[src/hdl/dabd_pkg.sv]
`timescale 1ns / 1ps
`default_nettype none
// ----------------------------------------------------------------------------
// dabd_pkg
// Shared widths, channel codes, register indexes and the records that pass
// between the front end, the queues and the box decoder.
// ----------------------------------------------------------------------------
package dabd_pkg;

    localparam int FRAC_BITS   = 16;
    localparam int MAX_CLASSES = 255;
    localparam int QDEPTH      = 2;

    localparam int VALUE_W = 32;
    localparam int CLASS_W = 8;
    localparam int CONF_W  = 31;
    localparam int THR_W   = 17;
    localparam int NET_W   = 13;
    localparam int IDX_W   = 9;
    localparam int LEFT_W  = 12 + FRAC_BITS;  // up to (4096 - 1) px
    localparam int SIZE_W  = 13 + FRAC_BITS;  // up to 4096 px
    localparam int WIDE_W  = VALUE_W + 1;     // signed working width of the decoder

    // channel positions within one anchor
    localparam logic [IDX_W-1:0] CH_CX   = IDX_W'(0);
    localparam logic [IDX_W-1:0] CH_CY   = IDX_W'(1);
    localparam logic [IDX_W-1:0] CH_W    = IDX_W'(2);
    localparam logic [IDX_W-1:0] CH_H    = IDX_W'(3);
    localparam logic [IDX_W-1:0] CH_CLS0 = IDX_W'(4);

    // register indexes on the configuration port
    localparam logic [1:0] REG_NUM_CLASSES = 2'd0;
    localparam logic [1:0] REG_THRESHOLD   = 2'd1;
    localparam logic [1:0] REG_NET_WIDTH   = 2'd2;
    localparam logic [1:0] REG_NET_HEIGHT  = 2'd3;

    typedef struct packed {
        logic [CLASS_W-1:0]        class_id;
        logic [CONF_W-1:0]         confidence;
        logic signed [VALUE_W-1:0] cx;
        logic signed [VALUE_W-1:0] cy;
        logic signed [VALUE_W-1:0] w;
        logic signed [VALUE_W-1:0] h;
    } t_box_req;

    typedef struct packed {
        logic [CLASS_W-1:0]        class_id;
        logic [CONF_W-1:0]         confidence;
        logic [LEFT_W-1:0]         left;
        logic [LEFT_W-1:0]         top;
        logic signed [VALUE_W-1:0] w;
        logic signed [VALUE_W-1:0] h;
    } t_box_corner;

    typedef struct packed {
        logic [CLASS_W-1:0] class_id;
        logic [CONF_W-1:0]  confidence;
        logic [LEFT_W-1:0]  left;
        logic [LEFT_W-1:0]  top;
        logic [SIZE_W-1:0]  width;
        logic [SIZE_W-1:0]  height;
    } t_box_res;

endpackage
`default_nettype wire

[src/hdl/dabd_fifo.sv]
`timescale 1ns / 1ps
`default_nettype none
// ----------------------------------------------------------------------------
// dabd_fifo
// Small first-in first-out queue of packed records, of any depth.
// ----------------------------------------------------------------------------
module dabd_fifo #(
    parameter int WIDTH = 8,
    parameter int DEPTH = 2
) (
    input  wire logic             i_clk,
    input  wire logic             i_rst_n,
    input  wire logic             i_push,
    input  wire logic [WIDTH-1:0] i_data,
    output logic                  o_full,
    input  wire logic             i_pop,
    output logic                  o_empty,
    output logic      [WIDTH-1:0] o_data
);
    localparam int AW = (DEPTH > 1) ? $clog2(DEPTH) : 1;
    localparam int CW = $clog2(DEPTH + 1);

    logic [WIDTH-1:0] r_mem [DEPTH];
    logic [AW-1:0]    r_wp;
    logic [AW-1:0]    r_rp;
    logic [CW-1:0]    r_cnt;
    logic             wr;
    logic             rd;

    assign o_full  = (r_cnt == CW'(DEPTH));
    assign o_empty = (r_cnt == '0);
    assign wr      = i_push && !o_full;
    assign rd      = i_pop && !o_empty;
    assign o_data  = r_mem[r_rp];

    always_ff @(posedge i_clk) begin
        if (wr) begin
            r_mem[r_wp] <= i_data;
        end
    end

    always_ff @(posedge i_clk) begin
        if (!i_rst_n) begin
            r_wp  <= '0;
            r_rp  <= '0;
            r_cnt <= '0;
        end else begin
            if (wr) begin
                r_wp <= (r_wp == AW'(DEPTH - 1)) ? '0 : r_wp + AW'(1);
            end
            if (rd) begin
                r_rp <= (r_rp == AW'(DEPTH - 1)) ? '0 : r_rp + AW'(1);
            end
            if (wr && !rd) begin
                r_cnt <= r_cnt + CW'(1);
            end else if (rd && !wr) begin
                r_cnt <= r_cnt - CW'(1);
            end
        end
    end
endmodule
`default_nettype wire

[src/hdl/dabd_front.sv]
`timescale 1ns / 1ps
`default_nettype none
// ----------------------------------------------------------------------------
// dabd_front
// Channel counter, box capture and running argmax over the class scores;
// hands a box request downstream when an anchor ends at or above threshold.
// ----------------------------------------------------------------------------
module dabd_front (
    input  wire logic                                i_clk,
    input  wire logic                                i_rst_n,
    input  wire logic                                i_accept,
    input  wire logic signed [dabd_pkg::VALUE_W-1:0] i_value,
    input  wire logic        [dabd_pkg::CLASS_W-1:0] i_num_classes,
    input  wire logic        [dabd_pkg::THR_W-1:0]   i_threshold,
    output logic                                     o_req_push,
    output dabd_pkg::t_box_req                       o_req
);
    import dabd_pkg::*;

    logic        [IDX_W-1:0]   r_idx;
    logic signed [VALUE_W-1:0] r_cx;
    logic signed [VALUE_W-1:0] r_cy;
    logic signed [VALUE_W-1:0] r_w;
    logic signed [VALUE_W-1:0] r_h;
    logic signed [VALUE_W-1:0] r_best;
    logic        [CLASS_W-1:0] r_cls;
    logic                      r_found;

    logic [CLASS_W-1:0]        nc;
    logic [IDX_W-1:0]          last;
    logic                      is_end;
    logic                      upd;
    logic signed [VALUE_W-1:0] thr_ext;
    logic                      v_pass;
    logic                      best_pass;
    logic signed [VALUE_W-1:0] n_best;
    logic [CLASS_W-1:0]        n_cls;
    logic                      n_found;
    logic                      n_pass;
    logic [IDX_W-1:0]          cls_idx;

    assign nc      = (i_num_classes > CLASS_W'(MAX_CLASSES)) ? CLASS_W'(MAX_CLASSES)
                                                             : i_num_classes;
    assign last    = {1'b0, nc} + CH_H;
    assign is_end  = (r_idx >= last);
    assign cls_idx = r_idx - CH_CLS0;

    // test the new score and the held best against the live threshold side by side
    assign upd       = (r_idx >= CH_CLS0) && (i_value > r_best);
    assign thr_ext   = $signed({{(VALUE_W - THR_W){1'b0}}, i_threshold});
    assign v_pass    = (i_value >= thr_ext);
    assign best_pass = (r_best >= thr_ext);
    assign n_best    = upd ? i_value : r_best;
    assign n_cls     = upd ? cls_idx[CLASS_W-1:0] : r_cls;
    assign n_found   = upd || r_found;
    assign n_pass    = upd ? v_pass : best_pass;

    assign o_req_push       = i_accept && is_end && n_found && n_pass;
    assign o_req.class_id   = n_cls;
    assign o_req.confidence = n_best[CONF_W-1:0];
    assign o_req.cx         = r_cx;
    assign o_req.cy         = r_cy;
    assign o_req.w          = r_w;
    assign o_req.h          = (r_idx == CH_H) ? i_value : r_h;

    always_ff @(posedge i_clk) begin
        if (i_accept) begin
            priority if (r_idx == CH_CX) begin
                r_cx <= i_value;
            end else if (r_idx == CH_CY) begin
                r_cy <= i_value;
            end else if (r_idx == CH_W) begin
                r_w <= i_value;
            end else if (r_idx == CH_H) begin
                r_h <= i_value;
            end
        end
    end

    always_ff @(posedge i_clk) begin
        if (!i_rst_n) begin
            r_idx       <= '0;
            r_best      <= '0;
            r_cls       <= '0;
            r_found     <= 1'b0;
        end else if (i_accept) begin
            if (is_end || r_idx == CH_CX) begin
                // start a fresh anchor
                r_idx       <= is_end ? '0 : r_idx + IDX_W'(1);
                r_best      <= '0;
                r_cls       <= '0;
                r_found     <= 1'b0;
            end else begin
                r_idx       <= r_idx + IDX_W'(1);
                r_best      <= n_best;
                r_cls       <= n_cls;
                r_found     <= n_found;
            end
        end
    end
endmodule
`default_nettype wire

[src/hdl/dabd_back.sv]
`timescale 1ns / 1ps
`default_nettype none
// ----------------------------------------------------------------------------
// dabd_back
// Box decoder: center to corner with clamping in the first stage, size cut
// to the frame and the minimum size check in the second.
// ----------------------------------------------------------------------------
module dabd_back (
    input  wire logic                              i_clk,
    input  wire logic                              i_rst_n,
    input  wire logic                              i_req_valid,
    input  wire dabd_pkg::t_box_req                i_req,
    output logic                                   o_req_pop,
    input  wire logic        [dabd_pkg::NET_W-1:0] i_net_width,
    input  wire logic        [dabd_pkg::NET_W-1:0] i_net_height,
    input  wire logic                              i_res_full,
    output logic                                   o_res_push,
    output dabd_pkg::t_box_res                     o_res
);
    import dabd_pkg::*;

    localparam logic signed [WIDE_W-1:0] TWO = WIDE_W'(2) <<< FRAC_BITS;

    logic        r_s1_v;
    t_box_corner r_s1;
    t_box_corner s1_in;

    logic [NET_W-1:0]         fw_px;
    logic [NET_W-1:0]         fh_px;
    logic [NET_W-1:0]         fw_px_m1;
    logic [NET_W-1:0]         fh_px_m1;
    logic [LEFT_W-1:0]        fw_m1;
    logic [LEFT_W-1:0]        fh_m1;
    logic [SIZE_W-1:0]        fw;
    logic [SIZE_W-1:0]        fh;
    logic signed [VALUE_W+1:0] dx;
    logic signed [VALUE_W+1:0] dy;
    logic signed [WIDE_W-1:0]  half_x;
    logic signed [WIDE_W-1:0]  half_y;
    logic [SIZE_W-1:0]        room_w;
    logic [SIZE_W-1:0]        room_h;
    logic signed [WIDE_W-1:0]  wc;
    logic signed [WIDE_W-1:0]  hc;
    logic                     keep;
    logic                     s1_drain;

    // frame size held to 1..4096 pixels
    always_comb begin
        fw_px = i_net_width;
        fh_px = i_net_height;
        if (fw_px == '0) begin
            fw_px = NET_W'(1);
        end else if (fw_px > NET_W'(4096)) begin
            fw_px = NET_W'(4096);
        end
        if (fh_px == '0) begin
            fh_px = NET_W'(1);
        end else if (fh_px > NET_W'(4096)) begin
            fh_px = NET_W'(4096);
        end
    end

    assign fw_px_m1 = fw_px - NET_W'(1);
    assign fh_px_m1 = fh_px - NET_W'(1);
    assign fw_m1    = {fw_px_m1[NET_W-2:0], {FRAC_BITS{1'b0}}};
    assign fh_m1    = {fh_px_m1[NET_W-2:0], {FRAC_BITS{1'b0}}};
    assign fw       = {fw_px, {FRAC_BITS{1'b0}}};
    assign fh       = {fh_px, {FRAC_BITS{1'b0}}};

    // stage 1: corner = floor(center - size / 2), clamped to the frame
    assign dx     = {i_req.cx[VALUE_W-1], i_req.cx, 1'b0}
                  - {{2{i_req.w[VALUE_W-1]}}, i_req.w};
    assign dy     = {i_req.cy[VALUE_W-1], i_req.cy, 1'b0}
                  - {{2{i_req.h[VALUE_W-1]}}, i_req.h};
    assign half_x = dx[VALUE_W+1:1];
    assign half_y = dy[VALUE_W+1:1];

    always_comb begin
        s1_in.class_id   = i_req.class_id;
        s1_in.confidence = i_req.confidence;
        s1_in.w          = i_req.w;
        s1_in.h          = i_req.h;
        priority if (half_x > $signed({{(WIDE_W - LEFT_W){1'b0}}, fw_m1})) begin
            s1_in.left = fw_m1;
        end else if (half_x < 0) begin
            s1_in.left = '0;
        end else begin
            s1_in.left = half_x[LEFT_W-1:0];
        end
        priority if (half_y > $signed({{(WIDE_W - LEFT_W){1'b0}}, fh_m1})) begin
            s1_in.top = fh_m1;
        end else if (half_y < 0) begin
            s1_in.top = '0;
        end else begin
            s1_in.top = half_y[LEFT_W-1:0];
        end
    end

    // stage 2: cut the size to what is left of the frame
    assign room_w = fw - {1'b0, r_s1.left};
    assign room_h = fh - {1'b0, r_s1.top};

    always_comb begin
        wc = {r_s1.w[VALUE_W-1], r_s1.w};
        hc = {r_s1.h[VALUE_W-1], r_s1.h};
        if (wc > $signed({{(WIDE_W - SIZE_W){1'b0}}, room_w})) begin
            wc = {{(WIDE_W - SIZE_W){1'b0}}, room_w};
        end
        if (hc > $signed({{(WIDE_W - SIZE_W){1'b0}}, room_h})) begin
            hc = {{(WIDE_W - SIZE_W){1'b0}}, room_h};
        end
    end

    assign keep     = (wc > TWO) && (hc > TWO);
    assign s1_drain = r_s1_v && (!keep || !i_res_full);
    assign o_req_pop  = i_req_valid && (!r_s1_v || s1_drain);
    assign o_res_push = r_s1_v && keep && !i_res_full;

    assign o_res.class_id   = r_s1.class_id;
    assign o_res.confidence = r_s1.confidence;
    assign o_res.left       = r_s1.left;
    assign o_res.top        = r_s1.top;
    assign o_res.width      = wc[SIZE_W-1:0];
    assign o_res.height     = hc[SIZE_W-1:0];

    always_ff @(posedge i_clk) begin
        if (o_req_pop) begin
            r_s1 <= s1_in;
        end
    end

    always_ff @(posedge i_clk) begin
        if (!i_rst_n) begin
            r_s1_v <= 1'b0;
        end else if (o_req_pop) begin
            r_s1_v <= 1'b1;
        end else if (s1_drain) begin
            r_s1_v <= 1'b0;
        end
    end
endmodule
`default_nettype wire

[src/hdl/detection_anchor_box_decode.sv]
`timescale 1ns / 1ps
`default_nettype none
// ----------------------------------------------------------------------------
// detection_anchor_box_decode
// Anchor-free detection box decoder: argmax over class scores, then corner
// conversion, clamping and size cut of the boxes that pass the threshold.
// ----------------------------------------------------------------------------
//  Channel     Direction  Handshake                  Payload
//  values      in         push / full                i_value (signed Q16.16)
//  boxes       out        empty / pop                o_class_id .. o_box_height
//  registers   in/out     psel penable pwrite pready paddr, pwdata, prdata
//
//  One value is taken every cycle while full is low; full rises only when the
//  request queue between the argmax front end and the box decoder is full.
//  A box reaches the result ports through the request queue, the corner
//  stage and the result queue, in that order, each a registered step.
//  Reset is synchronous and active low; it clears the channel count, the
//  argmax and both queues, and loads the register defaults.
//  A stalled result side backs up through the result queue, the corner stage
//  and the request queue before full is raised.
// ----------------------------------------------------------------------------
module detection_anchor_box_decode #(
    parameter int QUEUE_DEPTH = dabd_pkg::QDEPTH
) (
    input  wire logic                                i_clk,
    input  wire logic                                i_rst_n,
    // value stream
    input  wire logic                                push,
    output logic                                     full,
    input  wire logic signed [dabd_pkg::VALUE_W-1:0] i_value,
    // box stream
    output logic                                     empty,
    input  wire logic                                pop,
    output logic        [dabd_pkg::CLASS_W-1:0]      o_class_id,
    output logic        [dabd_pkg::CONF_W-1:0]       o_confidence,
    output logic        [dabd_pkg::LEFT_W-1:0]       o_box_left,
    output logic        [dabd_pkg::LEFT_W-1:0]       o_box_top,
    output logic        [dabd_pkg::SIZE_W-1:0]       o_box_width,
    output logic        [dabd_pkg::SIZE_W-1:0]       o_box_height,
    // configuration
    input  wire logic                                psel,
    input  wire logic                                penable,
    input  wire logic                                pwrite,
    input  wire logic [3:0]                          paddr,
    input  wire logic [31:0]                         pwdata,
    output logic      [31:0]                         prdata,
    output logic                                     pready
);
    import dabd_pkg::*;

    // configuration registers
    logic [CLASS_W-1:0] r_num_classes;
    logic [THR_W-1:0]   r_threshold;
    logic [NET_W-1:0]   r_net_width;
    logic [NET_W-1:0]   r_net_height;
    logic               cfg_wr;

    // front end to request queue
    logic     accept;
    logic     req_push;
    t_box_req req_in;
    logic     req_full;
    logic     req_empty;
    logic     req_pop;
    t_box_req req_out;

    // decoder to result queue
    logic     res_push;
    t_box_res res_in;
    logic     res_full;
    t_box_res res_out;

    assign pready = 1'b1;
    assign cfg_wr = psel && penable && pwrite && pready;

    always_ff @(posedge i_clk) begin
        if (!i_rst_n) begin
            r_num_classes <= CLASS_W'(80);
            r_threshold   <= THR_W'(16384);
            r_net_width   <= NET_W'(640);
            r_net_height  <= NET_W'(640);
        end else if (cfg_wr) begin
            unique case (paddr[3:2])
                REG_NUM_CLASSES: r_num_classes <= pwdata[CLASS_W-1:0];
                REG_THRESHOLD:   r_threshold   <= pwdata[THR_W-1:0];
                REG_NET_WIDTH:   r_net_width   <= pwdata[NET_W-1:0];
                REG_NET_HEIGHT:  r_net_height  <= pwdata[NET_W-1:0];
                default:         r_num_classes <= r_num_classes;
            endcase
        end
    end

    always_comb begin
        unique case (paddr[3:2])
            REG_NUM_CLASSES: prdata = {{(32 - CLASS_W){1'b0}}, r_num_classes};
            REG_THRESHOLD:   prdata = {{(32 - THR_W){1'b0}}, r_threshold};
            REG_NET_WIDTH:   prdata = {{(32 - NET_W){1'b0}}, r_net_width};
            REG_NET_HEIGHT:  prdata = {{(32 - NET_W){1'b0}}, r_net_height};
            default:         prdata = '0;
        endcase
    end

    // hold off the value stream only while the request queue is full
    assign full   = req_full;
    assign accept = push && !full;

    dabd_front u_front (
        .i_clk         (i_clk),
        .i_rst_n       (i_rst_n),
        .i_accept      (accept),
        .i_value       (i_value),
        .i_num_classes (r_num_classes),
        .i_threshold   (r_threshold),
        .o_req_push    (req_push),
        .o_req         (req_in)
    );

    dabd_fifo #(
        .WIDTH ($bits(t_box_req)),
        .DEPTH (QUEUE_DEPTH)
    ) u_req_q (
        .i_clk   (i_clk),
        .i_rst_n (i_rst_n),
        .i_push  (req_push),
        .i_data  (req_in),
        .o_full  (req_full),
        .i_pop   (req_pop),
        .o_empty (req_empty),
        .o_data  (req_out)
    );

    dabd_back u_back (
        .i_clk        (i_clk),
        .i_rst_n      (i_rst_n),
        .i_req_valid  (!req_empty),
        .i_req        (req_out),
        .o_req_pop    (req_pop),
        .i_net_width  (r_net_width),
        .i_net_height (r_net_height),
        .i_res_full   (res_full),
        .o_res_push   (res_push),
        .o_res        (res_in)
    );

    // result queue: the oldest box waits on the ports until its transfer
    dabd_fifo #(
        .WIDTH ($bits(t_box_res)),
        .DEPTH (QUEUE_DEPTH)
    ) u_res_q (
        .i_clk   (i_clk),
        .i_rst_n (i_rst_n),
        .i_push  (res_push),
        .i_data  (res_in),
        .o_full  (res_full),
        .i_pop   (pop),
        .o_empty (empty),
        .o_data  (res_out)
    );

    assign o_class_id   = res_out.class_id;
    assign o_confidence = res_out.confidence;
    assign o_box_left   = res_out.left;
    assign o_box_top    = res_out.top;
    assign o_box_width  = res_out.width;
    assign o_box_height = res_out.height;

`ifndef SYNTHESIS
    // a request is never offered to a full request queue
    a_req_no_overflow: assert property (@(posedge i_clk) disable iff (!i_rst_n)
        req_push |-> !req_full)
        else $error("box request pushed into a full queue");

    // the decoder never offers a box to a full result queue
    a_res_no_overflow: assert property (@(posedge i_clk) disable iff (!i_rst_n)
        res_push |-> !res_full)
        else $error("box pushed into a full result queue");

    // every box shown is wider and taller than two pixels
    a_min_size: assert property (@(posedge i_clk) disable iff (!i_rst_n)
        !empty |-> (o_box_width > (SIZE_W'(2) << FRAC_BITS))
                && (o_box_height > (SIZE_W'(2) << FRAC_BITS)))
        else $error("box below minimum size on the result ports");

    // the request queue only drains into the decoder when it holds an entry
    a_req_pop_valid: assert property (@(posedge i_clk) disable iff (!i_rst_n)
        req_pop |-> !req_empty)
        else $error("request taken from an empty queue");
`endif
endmodule
`default_nettype wire

[config.mk]
export PLATFORM = sky130hd
export DESIGN_NAME = detection_anchor_box_decode
export DESIGN_NICKNAME = d
export VERILOG_FILES = /design/src/hdl/dabd_pkg.sv /design/src/hdl/dabd_fifo.sv /design/src/hdl/dabd_front.sv /design/src/hdl/dabd_back.sv /design/src/hdl/detection_anchor_box_decode.sv
export SDC_FILE = /design/constraint.sdc
export NUM_CORES = 2
export LEC_CHECK = 0
export ABC_AREA = 1
export BUFFER_PORTS_ARGS = -buffer_cell sky130_fd_sc_hd__buf_2
export CAP_MARGIN = 10
export CELL_PAD_IN_SITES_DETAIL_PLACEMENT = 1
export CELL_PAD_IN_SITES_GLOBAL_PLACEMENT = 1
export CORE_UTILIZATION = 45
export CTS_CLUSTER_DIAMETER = 200
export CTS_CLUSTER_SIZE = 8
export DETAILED_ROUTE_END_ITERATION = 6
export PLACE_DENSITY = 0.83
export SYNTH_ARGS = -nofsm -noshare
export SYNTH_HDL_FRONTEND = slang
export SYNTH_SLANG_ARGS = --single-unit
[constraint.sdc]
create_clock -name i_clk -period 11.89 [get_ports i_clk]
set_input_delay 0.5945 -clock i_clk [delete_from_list [all_inputs] [get_ports i_clk]]
set_output_delay 0.5945 -clock i_clk [all_outputs]
set_load 0.01 [all_outputs]
== After elaboration in Yosys (flattened, before gate mapping) ==
Memory sizes are Yosys's and may differ from the RTL's. A register that Yosys moved wholly into a read port is not among the register bits.
Index checks and enable logic that the tools add are counted.

* Add/subtract/negate cells: 17
* Order comparisons: 16
* Equal/unequal tests: 8
* Reductions and logical operators: 55
* Bitwise logic cells: 3
* Multiplexer cells: 39

{| class="wikitable"
|+ Operators with widths
! cell !! count
|-
| $pmux W32 S4 || 1
|-
| $mux W28 || 4
|-
| $mux W32 || 3
|-
| $sub A33 B32 Y34 || 2
|-
| $gt A33 B19 Y1 const B || 2
|-
| $gt A33 B29 Y1 || 2
|-
| $lt A33 B1 Y1 const B || 2
|-
| $mux W33 || 2
|-
| $ge A32 B18 Y1 || 2
|-
| $gt A32 B30 Y1 || 2
|-
| $sub A29 B28 Y29 || 2
|-
| $mux W13 || 4
|-
| $gt A32 B32 Y1 || 1
|-
| $gt A13 B13 Y1 const B || 2
|-
| $logic_not A13 Y1 || 2
|-
| $mux W8 || 3
|-
| $sub A12 B1 Y12 const B || 2
|-
| $logic_and A1 B1 Y1 || 20
|-
| $eq A9 B2 Y1 const B || 2
|-
| $mux W9 || 2
|-
| $mux W1 || 16
|-
| $reduce_and A2 Y1 || 6
|-
| $logic_not A1 Y1 || 10
|-
| $add A8 B2 Y9 const B || 1
|-
| 20 further kinds || 43
|}

* Flip-flop bits (word level): 397
* Output and inout port bits: 188
* RAM bits: 640
* Memories kept: 2
* Input bits: 75
* Word-level logic and storage cells: 168

{| class="wikitable"
|+ Memory list
! memory !! words !! bits a word !! rd ports !! clocked after memory_dff !! write ports !! line !! text
|-
| u_req_q.r_mem || 2 || 167 || 1 || 1 || 1 || dabd_fifo.sv:23 || <nowiki>logic [WIDTH-1:0] r_mem [DEPTH];</nowiki>
|-
| u_res_q.r_mem || 2 || 153 || 1 || 1 || 1 || dabd_fifo.sv:23 ||
|}

== Depth between registers and ports, before layout ==
* Depth in word-level cells: 17
* Mapped depth: 43
* Depth with buffers taken out: 42

== Cells and area by module ==
A second synthesis with hierarchy kept.

* Cells, all modules: 4616
* Area total of the unflattened synthesis: 52292.7 um2

{| class="wikitable"
|+ By module, submodules not included
! module !! instances !! area each (um2) !! sequential area each (um2) !! cells an instance
|-
| dabd_back || 1 || 15995.3 || 4794.6 || 2171
|-
| dabd_fifo (u_req_q) || 1 || 12834.8 || 10129.7 || 558
|-
| dabd_fifo (u_res_q) || 1 || 11557.3 || 9288.9 || 514
|-
| dabd_front || 1 || 9237.6 || 4844.6 || 977
|-
| detection_anchor_box_decode || 1 || 2667.6 || 1021.0 || 396
|}

== Worst setup path after synthesis ==
Ideal clock, no wire load.

* Kind: register to register
* Start: register r_net_width[0]
* End: memory u_res_q.r_mem[0][0] (netlist bit) (enable)
* Path slack: 0.664 ns
* Buffers on the path: 1
* Setup time: 0.668 ns
* Period minus slack after synthesis: 11.226 ns
* Arrival time: 10.558 ns
* Stages on the path, launching flop included: 37
* Required time: 11.222 ns
* Path through: dfxtp_1 -> nor4_1 -> nand3_1 -> nand2_1 -> inv_1 -> nor2_1 -> ha_1 -> nand2_1 -> inv_2 -> nand2_1 -> nand2_1 -> nand2_1 -> nand3_1 -> o21ai_1 -> nand2_1 -> a21oi_1 -> xor2_1 -> ha_1 -> nand2_1 -> nor2_1 -> nand4_1 -> nor2_1 -> nor2_4 -> nand3_4 -> nand2_8 -> buf_6 -> nand2_1 -> nand2_1 -> nand2_1 -> nor2_2 -> nand2_2 -> nor2_1 -> nor2_1 -> nand2_2 -> nor2_4 -> nand3_2 -> nor2_1

* Cells in the longest elaborated chain, start to end: 13
* Elaborated cells between the ends (all ways): 14
* Those cells by class: 1 x add/sub; 3 x order compare; 5 x mux; 5 x reduce/logical

{| class="wikitable"
|+ Ends and longest elaborated chain
! element !! line !! text
|-
| start, declared || detection_anchor_box_decode.sv:54 || <nowiki>logic [NET_W-1:0] r_net_width;</nowiki>
|-
| start signal, assigned || detection_anchor_box_decode.sv:86 || <nowiki>REG_NET_WIDTH: r_net_width <= pwdata[NET_W-1:0];</nowiki>
|-
| $gt A13 B13 Y1 || dabd_back.sv:53 || <nowiki>end else if (fw_px > NET_W'(4096)) begin</nowiki>
|-
| $mux W13 || dabd_back.sv:53 ||
|-
| $mux W13 (*) || dabd_back.sv:51 || <nowiki>if (fw_px == '0) begin</nowiki>
|-
| $sub A29 B28 Y29 (*) || dabd_back.sv:100 || <nowiki>assign room_w = fw - {1'b0, r_s1.left};</nowiki>
|-
| $gt A32 B30 Y1 || dabd_back.sv:106 || <nowiki>if (wc > $signed({{(WIDE_W - SIZE_W){1'b0}}, room_w})) begin</nowiki>
|-
| $mux W33 (*) || dabd_back.sv:106 ||
|-
| $gt A33 B19 Y1 (*) || dabd_back.sv:114 || <nowiki>assign keep = (wc > TWO) && (hc > TWO);</nowiki>
|-
| $logic_and A1 B1 Y1 (*) || dabd_back.sv:114 ||
|-
| $logic_and A1 B1 Y1 (*) (2 in series) || dabd_back.sv:117 || <nowiki>assign o_res_push = r_s1_v && keep && !i_res_full;</nowiki>
|-
| $logic_and A1 B1 Y1 (*) || dabd_fifo.sv:32 || <nowiki>assign wr = i_push && !o_full;</nowiki>
|-
| $mux W1 (*) || dabd_fifo.sv:37 || <nowiki>if (wr) begin</nowiki>
|-
| $mux W1 (not written as such) (*) || dabd_fifo.sv:38 || <nowiki>r_mem[r_wp] <= i_data;</nowiki>
|-
| end, declared || dabd_fifo.sv:23 ||
|}

Every way passes the cells marked *; elsewhere a longest branch is shown, timed or not.

==> out/qor_table.md <==
| Step | Result | This run |
| --- | --- | --- |
| status | Result of the run | completed |
| layout | Layout filler cell count | 11708 |
| sta | Final hold slack | 0.0725 ns |
| die | Horizontal die dimension | 335 um |
| clock network | Insertion delay to the later sink of the worst-skew pair | 0.77 ns |
| clock network | CTS Root Cell | sky130_fd_sc_hd__clkbuf_16 |
| clock network | Max clock buf depth | 3 |
| sta | Setup TNS Final | 0 ns |
| global routing | Total GRT Usage | 26.4% |
| yosys | Async set-reset flop share out of synthesis | 0% |
| global routing | Number of antenna violations at the first check in global routing | 12 |
| global routing | Number of global-route vias before repair | 37960 |
| yosys | Yosys warnings | 0 |
| flow run | MaxCap Viol Count | 0 |
| placement | RePlAce Congestion | 0.907 |
| clock network | Post-cts sizing count | 0 |
| yosys | Mean area per synthesized cell | 10.8 sq um |
| global routing | Global-route wire length before repair | 226000 um |
| power and ir drop | Leak Pwr | 0.0224 uW |
| yosys | Number of instances in the synthesized netlist | 4628 |
| yosys | Prevailing post-synth register cell | sky130_fd_sc_hd__edfxtp_1 |
| die | Total core area | 109000 sq um |
| yosys | Number of distinct library cells after synthesis | 69 |
| drt | DRC violations left | 0 |
| worst setup path | Register-to-Register Setup Slack | 3.22 ns |
| die | Vertical die dimension | 335 um |
| power and ir drop | Part of the power in registers | 45.2% |
| sta | Count of endpoints failing setup in the final report | 0 |
| sta | Achievable frequency | 115 MHz |
| worst setup path | Critical path arrival | 9.24 ns |
| placement | Final HPWL DP | 106000 um |
| layout | Finished Cell Area | 56800 sq um |
| worst setup path | Crit path top cell by count | sky130_fd_sc_hd__nand2_1 |
| global routing | Grt ovf | 0 |
| worst setup path | CP endpoint | u_back.o_res[67] |
| worst setup path | Nature of the critical path endpoint | flip-flop |
| drt | Iteration-0 DRC Markers | 2740 |
| power and ir drop | Power density relative to cell area | 160 nW/um^2 |
| yosys | Sequential share of the synthesized area | 60.2% |
| worst setup path | Required time reported for the critical path endpoint | 12.46 ns |
| global routing | Largest net degree at the start of global routing | 169 |
| worst setup path | Setup crit start kind | flip-flop |
| placement | Post-detailed-placement cell area | 52700 sq um |
| sta | Fin. Hold Viols | 0 |
| worst setup path | Highest cell delay on the worst timing path | 0.57 ns |
| drt | Number of search-and-repair iterations in the first detailed-routing pass | 6 |
| layout | Share of cells above drive strength 1 | 14.7% |
| placement | Count of buffers from port buffering | 229 |
| drt | Number of nets still failing antenna checks after routing | 0 |
| power and ir drop | Maximum vdd ir drop | 0.147 mV |
| clock network | Post-CTS repair timing setup buffer count | 0 |
| sta | Final Skew | 0.0324 ns |
| power and ir drop | Net switching share of the total power | 26.2% |
| worst setup path | Slowest library cell on the worst path | sky130_fd_sc_hd__buf_4 |
| sta | Worst-Margin Slew | 1.24 ns |
| clock network | CTS clock-pin slew for the worst setup and hold paths | 0.05 ns |
| clock network | CTS tree | done |
| sta | Setup repair after global routing missed its margin | no |
| yosys | Number of register bits inferred by synthesis | 1039 |
| layout | Area growth from synthesis to layout | 13.6% |
| worst hold path | Worst min-delay path class | in -> reg |
| sta | Max Transition Viols Final | 0 |
| sta | Post-route fraction of the period consumed by the critical path | 72.9% |
| drt | Post-detailed-route wirelength per cell | 23.2 um |
| sta | Fin crit period | 8.67 ns |
| worst setup path | Critical R2R Capture | u_back.o_res[67] |
| die | Row count | 121 |
| drt | Routed WL | 149000 um |
| clock network | Count of hold-fix buffers inserted at cts | 0 |
| die | DIE AREA | 112000 sq um |
| layout | Layout Nets | 5238 |
| die | Effective utilization at floorplan | 45.6% |
| power and ir drop | Proportion of power drawn by the clock network | 42.3% |
| sta | Max transition margin | 17.5% |
| power and ir drop | Combinational share of power | 12.5% |
| clock network | Clock buffers created by TritonCTS | 147 |
| drt | Vias per std cell | 5.52 |
| clock network | Count of H-tree levels built during CTS | 4 |
| yosys | Post-Synthesis Cell Area | 50000 sq um |
| worst setup path | Worst setup path class | reg -> reg |
| worst setup path | Depth of the worst register-to-register path | 37 |
| power and ir drop | Switching power | 2380 uW |
| drt | Via count of the routed design | 35543 |
| yosys | Number of synthesized flops with an enable pin | 927 |
| worst setup path | CP max FO | 53 |
| die | I/O pin cnt | 263 |
| power and ir drop | Internal | 6710 uW |
| clock network | Total clock sinks | 1039 |
==> cell families after synthesis <==
logic type,count (synthesis),synth area share (%)
adders and majority gates,259,6.52
and+or+nand+nor,1751,15.0
other,2,0.0150
AOI/OAI and AO/OA,606,6.74
DFF,1039,60.2
xor gates and xnor gates,138,2.42
buffers and inverters,664,5.31
muxes,169,3.81
==> synth_stat cells (24+ instances only) <==
| library cell | number | area (sq um) |
|---|---|---|
| sky130_fd_sc_hd__nor3_1 | 35 | 175 |
| sky130_fd_sc_hd__nand4_1 | 56 | 350 |
| sky130_fd_sc_hd__or2_2 | 66 | 413 |
| sky130_fd_sc_hd__edfxtp_1 | 927 | 27800 |
| sky130_fd_sc_hd__o21ai_0 | 223 | 1120 |
| sky130_fd_sc_hd__nand3_1 | 165 | 826 |
| sky130_fd_sc_hd__xor2_1 | 90 | 788 |
| sky130_fd_sc_hd__clkbuf_1 | 96 | 360 |
| sky130_fd_sc_hd__inv_1 | 504 | 1890 |
| sky130_fd_sc_hd__dfxtp_1 | 112 | 2240 |
| sky130_fd_sc_hd__ha_1 | 257 | 3220 |
| sky130_fd_sc_hd__nand2_1 | 1022 | 3840 |
| sky130_fd_sc_hd__a21oi_1 | 260 | 1300 |
| sky130_fd_sc_hd__nor2_1 | 311 | 1170 |
| sky130_fd_sc_hd__xnor2_1 | 48 | 420 |
| sky130_fd_sc_hd__buf_4 | 24 | 180 |
| sky130_fd_sc_hd__mux2_2 | 169 | 1900 |
| sky130_fd_sc_hd__nand3b_1 | 24 | 180 |
==> stage by stage <==
| stage | utilization [%] | instances | worst slack (ns) | total power (uW) |
|---|---|---|---|---|
| after global routing | 51.9 | 6435 | 2.55 | 9380 |
| after CTS | 51.9 | 6435 | 3.38 | 9150 |
| final | 51.9 | 6438 | 3.22 | 9100 |
| after global placement | 48.1 | 6231 | 3.81 | 5250 |
| after floorplan | - | 4642 | 0.664 | 4910 |
| after detailed placement | 48.1 | 6231 | 3.49 | 5300 |
==> worst min-delay path by stage <==
stage                                 from               endpoint  depth (start not counted)
after floorplan            u_front.r_cx[4]  u_req_q.r_mem[0][100]                          0
after global placement    u_front.r_cx[25]  u_req_q.r_mem[0][121]                          0
after detailed placement   u_front.r_w[22]   u_req_q.r_mem[0][54]                          0
after CTS                       pwdata[14]        r_threshold[14]                          3
after global routing            pwdata[14]        r_threshold[14]                          3
final                           pwdata[14]        r_threshold[14]                          3
==> metal layers <==
layer / part of all wire (%) / GRT usage (%)
met4: 4.0 / 11.0
met2: 50 / 45.8
met5: 0.037 / 0
met3: 5.4 / 4.12
met1: 41 / 32.8
==> flip-flops by register name (all words and copies together), names as in the netlist, 8 cells and up, named ones only <==
signal,count
u_front.r_cx,32
r_net_width,13
u_res_q.r_mem,306
u_front.r_cy,32
r_num_classes,8
r_threshold,17
u_back.o_res,95
u_back.r_s1,64
r_net_height,13
u_front.r_h,32
u_front.r_w,32
u_front.r_cls,8
u_front.r_best,32
u_front.r_idx,9
u_req_q.r_mem,334
==> worst max-delay path, delay by kind of cell, from the launching register on <==
kind / cells / cell delay [ns]
XOR/XNOR: 1 / 0.18
adder cells (fa/ha/maj): 2 / 0.79
AND/OR/NAND/NOR: 24 / 4.08
buffers and inverters: 3 / 1.23
flip-flops: 1 / 0.51
AO/OA/AOI/OAI: 7 / 1.57
==> power groups by stage <==
stage | clock, uW | combinational, uW | sequential (uW)
3_5_place_dp | 0 | 1120 | 4180
3_3_place_gp | 0 | 1080 | 4170
5_1_grt | 4020 | 1240 | 4110
2_1_floorplan | 0 | 759 | 4150
6_report | 3850 | 1130 | 4110
4_1_cts | 3900 | 1130 | 4110
==> final cells by class <==
class / instances / area (sq um) / area share, %
clock inverter: 13 / 235 / 0.414
tap: 1476 / 1850 / 3.25
sequential: 1039 / 30100 / 53.0
multi-input combinational: 2939 / 17400 / 30.6
inverter: 518 / 1950 / 3.43
antenna: 3 / 7.51 / 0.0132
clock buffer: 191 / 3890 / 6.84
timing repair buffer: 259 / 1410 / 2.48
==> cells in the final DEF, fill, tap and decap left out, drive strengths merged, types with 169 or more instances in the layout <==
cell type,count
a21oi,261
buf,259
clkbuf,191
edfxtp,927
ha,257
inv,521
mux2,169
nand2,1033
nand3,173
nor2,326
o21ai,239
Note: power is estimated with default switching activity, not from simulation.
